--- src/design/ple_pkg.sv ---
// ----------------------------------------------------------------------------
// ple_pkg: shared definitions of the positional list engine
// Field widths, operation and status codes, and the cell control bundle.
// ----------------------------------------------------------------------------
package ple_pkg;

    localparam int CAPACITY_DEF = 16;
    localparam int VALUE_W      = 32;
    localparam int POS_W        = 6;
    localparam int COUNT_OUT_W  = 5;

    typedef enum logic {
        OP_INSERT = 1'b0,
        OP_DELETE = 1'b1
    } op_t;

    typedef enum logic [1:0] {
        ST_OK     = 2'd0,
        ST_BEYOND = 2'd1,
        ST_BELOW  = 2'd2,
        ST_FULL   = 2'd3
    } status_t;

    // broadcast to every cell in the chain
    typedef struct packed {
        logic ins;
        logic del;
    } cell_ctrl_t;

endpackage

--- src/design/ple_req_if.sv ---
// ----------------------------------------------------------------------------
// ple_req_if: request channel of the positional list engine
// Valid/ready channel carrying one list operation per beat.
// ----------------------------------------------------------------------------
interface ple_req_if;
    logic                                 valid;
    logic                                 ready;
    logic                                 operation;
    logic signed [ple_pkg::POS_W-1:0]     position;
    logic signed [ple_pkg::VALUE_W-1:0]   value;

    modport source (output valid, output operation, output position, output value,
                    input ready);
    modport sink   (input valid, input operation, input position, input value,
                    output ready);
endinterface

--- src/design/ple_rsp_if.sv ---
// ----------------------------------------------------------------------------
// ple_rsp_if: response channel of the positional list engine
// Valid/ready channel carrying one result per beat.
// ----------------------------------------------------------------------------
interface ple_rsp_if;
    logic                                   valid;
    logic                                   ready;
    logic [1:0]                             status;
    logic signed [ple_pkg::VALUE_W-1:0]     removed_value;
    logic [ple_pkg::COUNT_OUT_W-1:0]        count_after;

    modport source (output valid, output status, output removed_value, output count_after,
                    input ready);
    modport sink   (input valid, input status, input removed_value, input count_after,
                    output ready);
endinterface

--- src/design/ple_cell.sv ---
// ----------------------------------------------------------------------------
// ple_cell: one slot of the list chain
// Holds one element; loads the new value, its left or its right neighbor.
// ----------------------------------------------------------------------------
module ple_cell #(
    parameter int IDX_W = 4,
    parameter int INDEX = 0
) (
    input  logic                           clk,
    input  ple_pkg::cell_ctrl_t            ctrl,
    input  logic [IDX_W-1:0]               slot,
    input  logic [ple_pkg::VALUE_W-1:0]    value,
    input  logic [ple_pkg::VALUE_W-1:0]    left_data,
    input  logic [ple_pkg::VALUE_W-1:0]    right_data,
    output logic [ple_pkg::VALUE_W-1:0]    data,
    output logic [ple_pkg::VALUE_W-1:0]    pick
);

    localparam logic [IDX_W-1:0] MY_IDX = IDX_W'(INDEX);

    logic [ple_pkg::VALUE_W-1:0] data_reg;
    logic [ple_pkg::VALUE_W-1:0] data_next;
    logic                        load;
    logic                        hit;
    logic                        after;

    assign hit   = (slot == MY_IDX);
    assign after = (MY_IDX > slot);

    always_comb
    begin
        load      = 1'b0;
        data_next = data_reg;
        if (ctrl.ins)
        begin
            if (hit)
            begin
                load      = 1'b1;
                data_next = value;
            end
            else if (after)
            begin
                load      = 1'b1;
                data_next = left_data;
            end
        end
        else if (ctrl.del && (hit || after))
        begin
            // close the gap from the right
            load      = 1'b1;
            data_next = right_data;
        end
    end

    always_ff @(posedge clk)
    begin
        if (load)
            data_reg <= data_next;
    end

    assign data = data_reg;
    assign pick = hit ? data_reg : '0;

endmodule

--- src/design/positional_list_engine_core.sv ---
// ----------------------------------------------------------------------------
// positional_list_engine_core: ordered list with positional insert and delete
// The result is registered and is valid in the cycle after the request beat is accepted.
// Throughput: one operation per cycle while the response side keeps taking results; a waiting
// result still lets a new request in when the response side takes it in the same cycle.
// Reset clears the element count and the result valid; element slots are not
// cleared and are only read once written.
// ----------------------------------------------------------------------------
module positional_list_engine_core #(
    parameter int CAPACITY = ple_pkg::CAPACITY_DEF
) (
    input  logic        clk,
    input  logic        rst_n,
    ple_req_if.sink     req,
    ple_rsp_if.source   rsp
);

    localparam int IDX_W = (CAPACITY > 1) ? $clog2(CAPACITY) : 1;
    localparam int CNT_W = $clog2(CAPACITY + 1);
    localparam int CMP_W = ((CNT_W > ple_pkg::POS_W - 1) ? CNT_W : ple_pkg::POS_W - 1) + 1;
    localparam int VW    = ple_pkg::VALUE_W;

    logic [CNT_W-1:0]               count_reg;
    logic [CNT_W-1:0]               count_next;
    logic                           rsp_valid_reg;
    ple_pkg::status_t               status_reg;
    ple_pkg::status_t               status_next;
    logic [VW-1:0]                  removed_reg;
    logic [VW-1:0]                  removed_next;

    logic                           accept;
    logic                           pos_neg;
    logic                           pos_minus1;
    logic [CMP_W-1:0]               pos_ext;
    logic [CMP_W-1:0]               cnt_ext;
    logic                           is_full;
    logic [IDX_W-1:0]               slot;
    ple_pkg::cell_ctrl_t            ctrl;
    logic [VW-1:0]                  cell_data [CAPACITY];
    logic [VW-1:0]                  cell_pick [CAPACITY];
    logic [VW-1:0]                  picked;

    assign req.ready = !rsp_valid_reg || rsp.ready;
    assign accept    = req.valid && req.ready;

    assign pos_neg    = req.position[ple_pkg::POS_W-1];
    assign pos_minus1 = (req.position == -6'sd1);
    assign pos_ext    = CMP_W'(req.position[ple_pkg::POS_W-2:0]);
    assign cnt_ext    = CMP_W'(count_reg);
    assign is_full    = (cnt_ext == CMP_W'(CAPACITY));

    // decode and range checks
    always_comb
    begin
        status_next = ple_pkg::ST_OK;
        ctrl        = '0;
        slot        = IDX_W'(pos_ext);
        count_next  = count_reg;
        case (ple_pkg::op_t'(req.operation))
            ple_pkg::OP_INSERT:
            begin
                if (pos_neg && !pos_minus1)
                    status_next = ple_pkg::ST_BELOW;
                else if (!pos_neg && (pos_ext > cnt_ext))
                    status_next = ple_pkg::ST_BEYOND;
                else if (is_full)
                    status_next = ple_pkg::ST_FULL;
                else
                begin
                    if (pos_minus1)
                        slot = IDX_W'(count_reg);
                    ctrl.ins   = accept;
                    count_next = count_reg + 1'b1;
                end
            end
            ple_pkg::OP_DELETE:
            begin
                if (pos_neg || (pos_ext == '0))
                    status_next = ple_pkg::ST_BELOW;
                else if (pos_ext > cnt_ext)
                    status_next = ple_pkg::ST_BEYOND;
                else
                begin
                    slot       = IDX_W'(pos_ext - 1'b1);
                    ctrl.del   = accept;
                    count_next = count_reg - 1'b1;
                end
            end
            default:
            begin
                status_next = ple_pkg::ST_OK;
            end
        endcase
    end

    genvar gi;
    generate
        for (gi = 0; gi < CAPACITY; gi++)
        begin : g_cell
            logic [VW-1:0] left_in;
            logic [VW-1:0] right_in;
            if (gi == 0)
            begin : g_first
                assign left_in = cell_data[gi];
            end
            else
            begin : g_mid_l
                assign left_in = cell_data[gi-1];
            end
            if (gi == CAPACITY - 1)
            begin : g_last
                assign right_in = cell_data[gi];
            end
            else
            begin : g_mid_r
                assign right_in = cell_data[gi+1];
            end
            ple_cell #(
                .IDX_W (IDX_W),
                .INDEX (gi)
            ) u_cell (
                .clk        (clk),
                .ctrl       (ctrl),
                .slot       (slot),
                .value      (req.value),
                .left_data  (left_in),
                .right_data (right_in),
                .data       (cell_data[gi]),
                .pick       (cell_pick[gi])
            );
        end
    endgenerate

    always_comb
    begin
        picked = '0;
        for (int i = 0; i < CAPACITY; i++)
            picked = picked | cell_pick[i];
    end

    assign removed_next = ctrl.del ? picked : '0;

    always_ff @(posedge clk or negedge rst_n)
    begin
        if (!rst_n)
        begin
            count_reg     <= '0;
            rsp_valid_reg <= 1'b0;
        end
        else
        begin
            if (accept)
                count_reg <= count_next;
            if (accept)
                rsp_valid_reg <= 1'b1;
            else if (rsp.ready)
                rsp_valid_reg <= 1'b0;
        end
    end

    always_ff @(posedge clk)
    begin
        if (accept)
        begin
            status_reg  <= status_next;
            removed_reg <= removed_next;
        end
    end

    assign rsp.valid         = rsp_valid_reg;
    assign rsp.status        = status_reg;
    assign rsp.removed_value = removed_reg;
    assign rsp.count_after   = ple_pkg::COUNT_OUT_W'(count_reg);

`ifndef SYNTHESIS
    a_count_bound: assert property (@(posedge clk) disable iff (!rst_n)
        count_reg <= CNT_W'(CAPACITY))
        else $error("element count above capacity");

    a_result_follows: assert property (@(posedge clk) disable iff (!rst_n)
        accept |=> rsp_valid_reg)
        else $error("accepted request gave no result");

    a_delete_shrinks: assert property (@(posedge clk) disable iff (!rst_n)
        ctrl.del |=> (count_reg == $past(count_reg) - 1'b1))
        else $error("successful delete did not shrink the list");

    a_insert_grows: assert property (@(posedge clk) disable iff (!rst_n)
        ctrl.ins |=> (count_reg == $past(count_reg) + 1'b1))
        else $error("successful insert did not grow the list");
`endif

endmodule

--- src/flat_wrapper.sv ---
// flat-port wrapper written by rule: the top's interface ports become plain ports
module positional_list_engine_core_flat 
#(
    parameter int CAPACITY = ple_pkg::CAPACITY_DEF
)
  (clk, rst_n, req_valid, req_operation, req_position, req_value, req_ready, rsp_valid, rsp_status, rsp_removed_value, rsp_count_after, rsp_ready);
  ple_req_if req_i ();
  ple_rsp_if rsp_i ();
  input  logic clk;
  input  logic rst_n;
  input wire logic [$bits(req_i.valid)-1:0] req_valid;
  input wire logic [$bits(req_i.operation)-1:0] req_operation;
  input wire logic [$bits(req_i.position)-1:0] req_position;
  input wire logic [$bits(req_i.value)-1:0] req_value;
  output wire logic [$bits(req_i.ready)-1:0] req_ready;
  output wire logic [$bits(rsp_i.valid)-1:0] rsp_valid;
  output wire logic [$bits(rsp_i.status)-1:0] rsp_status;
  output wire logic [$bits(rsp_i.removed_value)-1:0] rsp_removed_value;
  output wire logic [$bits(rsp_i.count_after)-1:0] rsp_count_after;
  input wire logic [$bits(rsp_i.ready)-1:0] rsp_ready;
  assign req_i.valid = req_valid;
  assign req_i.operation = req_operation;
  assign req_i.position = req_position;
  assign req_i.value = req_value;
  assign req_ready = req_i.ready;
  assign rsp_valid = rsp_i.valid;
  assign rsp_status = rsp_i.status;
  assign rsp_removed_value = rsp_i.removed_value;
  assign rsp_count_after = rsp_i.count_after;
  assign rsp_i.ready = rsp_ready;
  positional_list_engine_core #(.CAPACITY(CAPACITY)) u_core (.clk(clk), .rst_n(rst_n), .req(req_i), .rsp(rsp_i));
endmodule
--- config.mk ---
export PLATFORM = sky130hd
export DESIGN_NAME = positional_list_engine_core_flat
export DESIGN_NICKNAME = d
export VERILOG_FILES = /design/src/design/ple_pkg.sv /design/src/design/ple_req_if.sv /design/src/design/ple_rsp_if.sv /design/src/design/ple_cell.sv /design/src/design/positional_list_engine_core.sv /design/src/flat_wrapper.sv
export SDC_FILE = /design/constraint.sdc
export NUM_CORES = 1
export LEC_CHECK = 0
export BUFFER_PORTS_ARGS = -buffer_cell sky130_fd_sc_hd__buf_2
export CAP_MARGIN = 40
export CORE_MARGIN = 2
export CORE_UTILIZATION = 65
export CTS_CLUSTER_SIZE = 24
export DETAILED_ROUTE_END_ITERATION = 7
export PLACE_DENSITY = 0.83
export SLEW_MARGIN = 30
export SYNTH_ARGS = -nofsm -noshare
export SYNTH_HDL_FRONTEND = slang
export SYNTH_SLANG_ARGS = --single-unit
export TNS_END_PERCENT = 10
--- constraint.sdc ---
create_clock -name clk -period 10 [get_ports clk]
set_input_delay 2 -clock clk [delete_from_list [all_inputs] [get_ports clk]]
set_output_delay 2 -clock clk [all_outputs]
set_load 0.005 [all_outputs]
==> results_dict.tcl <==
set metrics [dict create \
    num_vias 25601 \
    wl_um 97370 \
    grt_pass1_vias 24473 \
    synth_edf_count 546 \
    ios 84 \
    yosysSeqAreaShare_pct 51.88 \
    cts_buffers 58 \
    post_cts_resize_count 0 \
    grt_use_total_pct 37.66 \
    areaGrowthSynthToFinish_pct 9.532 \
    finalSetupViolations 0 \
    dp_cells 3493 \
    syn_area_per_cell_um2 10.65 \
    arrival_ns 7.08 \
    grt_overflow 0 \
    initial_core_util_pct 65.57 \
    synthesis.nets 3049 \
    dpl.hpwl_um 58220 \
    clock_path_buffers 3 \
    critPathCaptureType "register" \
    rows 81 \
    finalNonFillerCells 3605 \
    grt_pass1_wl_um 145800 \
    path_class "input port to register" \
    ant_nets 0 \
    total_power_mw 6.465 \
    yosys_warnings 0 \
    slew_viol_final 0 \
    routed_via_density 7.102 \
    ctsRootBufferMaster "clkbuf_16" \
    portBuffers 83 \
    first_pass_iters 6 \
    netlist_area_um2 31900 \
    worst-path-max-fanout 24 \
    syn_inst 2994 \
    synthDistinctLibCells 53 \
    async_reset_ff_share_pct 1.087 \
    die_h_um 225.5 \
    setup_slack_ns 3.237 \
    fp.dieW_um 225.5 \
    critPathMaxStageDelay_ns 0.65 \
    grt_max_degree 261 \
    fin_crit_ns 6.763 \
    pwr_density_cell_nw_per_um2 185.0 \
    cp_cell_sequence "buf_2, inv_1, ha_1, nand2b_1, a211oi_1, o21ai_2, nand3_1, mux2_2, buf_4, nor2_4, and2_2, buf_4, nor2_4, buf_4" \
    drive_gt1_share_pct 10.97 \
    relSlewSlack_pct 25.14 \
    cts_setup_buffers 0 \
    drv_cap 0 \
    timing.final.crit_share_pct 67.63 \
    cts_max_level 2 \
    antenna_found_initial 3 \
    dp_slack_ns 2.855 \
    irDropWorstVdd_mv 0.1161 \
    fmax_ghz 0.1479 \
    fin_nets 2990 \
    cp_slowest_cell "nor2_4" \
    clkTransAtPathRegs_ns 0.06 \
    tns_ns 0 \
    post-route-drc-count 0 \
    core-area_um2 48650 \
    final_cell_mix "nand2_1, mux2i_1, edfxtp_1" \
    crit_top_cell "buf_4" \
    clkLatencyLatePin_ns 0.63 \
    final_util_pct 71.82 \
    wl_per_cell_um 27.01 \
    ys.flop_type "edfxtp_1" \
    hold_viol_final 0 \
    hp-class "register to register" \
    die-area_um2 50860 \
    start_kind "input port" \
    drt_iter0_markers 4543 \
    synth-seq-cells 552 \
    n_fill_cell 3305 \
    final_common_cell "nand2_1" \
    gp_congestion 0.8916 \
    cts.hold.buffers_added 0 \
    cts.sink_count 552 \
    status "finished, final reports clean" \
    rsz0062_at_grt "no" \
    cp.required_ns 10.32 \
    p_leak_nw 12.90 \
    skew_ns 0.01514 \
    worstMarginPinSlew_ns 1.123 \
    reg2reg_slack_ns 4.24 \
    largest_register_ffs 512 \
    cts_tree "built" \
]
-- final timing paths --
kind | from | to | cells past startpoint
min | u_core.rsp.valid$_DFFE_PN0P_ | u_core.rsp.valid$_DFFE_PN0P_ | 2
min reg2reg | u_core.rsp.valid$_DFFE_PN0P_ | u_core.rsp.valid$_DFFE_PN0P_ | 2
min in group asynchronous | rst_n | u_core.rsp.valid$_DFFE_PN0P_ | 1
max | req_position[0] | u_core.g_cell[14].u_cell.data[0]$_DFFE_PP_ | 14
max in group asynchronous | rst_n | u_core.rsp.count_after[2]$_DFFE_PN0P_ | 1
max reg2reg | u_core.rsp.count_after[1]$_DFFE_PN0P_ | u_core.g_cell[14].u_cell.data[0]$_DFFE_PP_ | 13
-- cell families (layout without fill, tap and decap cells) --
group	Yosys count	count (layout)	share of synthesized area [%]
compound gates	713	713	13.16
mux	642	642	20.28
other cells	0	1	0
fa+ha+maj	12	12	0.4943
xor+xnor	6	6	0.1648
flops	552	552	51.88
buf+inv	285	273	4.150
simple gates	784	784	9.882
-- through the flow --
stage / hold slack [ns] / area (µm²)
after global placement: 0.4933 / 32470
after floorplan: 0.5226 / 31900
after global routing: 0.5847 / 34940
after CTS: 0.5531 / 34840
final: 0.5504 / 34940
after detailed placement: 0.5383 / 32930
-- metal layers --
layer  vias up  share of wire, %  global-route usage (%)  wire length, µm
met2      2034                45                   57.49            44000
met1     12236                38                   51.19            36540
met5         -             0.029                       0               28
met3       393                12                   8.357            12110
met4         4               4.8                   18.69             4684
li1      10934                 -                       -                -
-- cell usage after synthesis, types with 55 or more instances --
cell type / n / area (µm²)
clkbuf_1: 165 / 619.3
buf_2: 59 / 295.3
o2bb2ai_1: 64 / 560.5
nor2_1: 55 / 206.5
o21ai_0: 342 / 1712
mux2i_1: 609 / 6096
edfxtp_1: 546 / 16400
a21oi_1: 77 / 385.4
nand2_1: 626 / 2350
o21ai_1: 113 / 565.5
nor3_1: 66 / 330.3
-- power by group --
group,switching (mW),internal [mW]
clock network,0.938,1.29
registers,0.131,2.77
logic,0.877,0.450
total,1.95,4.52
-- worst max-delay path, delay by kind of cell --
family,cells,cell delay (ns)
muxes,1,0.63
buffers and inverters,5,1.57
AOI/OAI and AO/OA,2,0.89
adders and majority gates,1,0.20
and+or+nand+nor,5,1.73
-- layout make-up --
class                   instances  area, µm²  area share, %
diodes                          1      2.502       0.007163
clock buffers                  79       1602          4.584
clock inverters                28      307.8         0.8810
inverters                      13      50.05         0.1433
multi-input cells            2157      14300          40.94
flip-flops and latches        552      16550          47.36
well taps                     622      778.2          2.228
repair buffers                153       1348          3.857
Power figures use the tool's default switching activity.
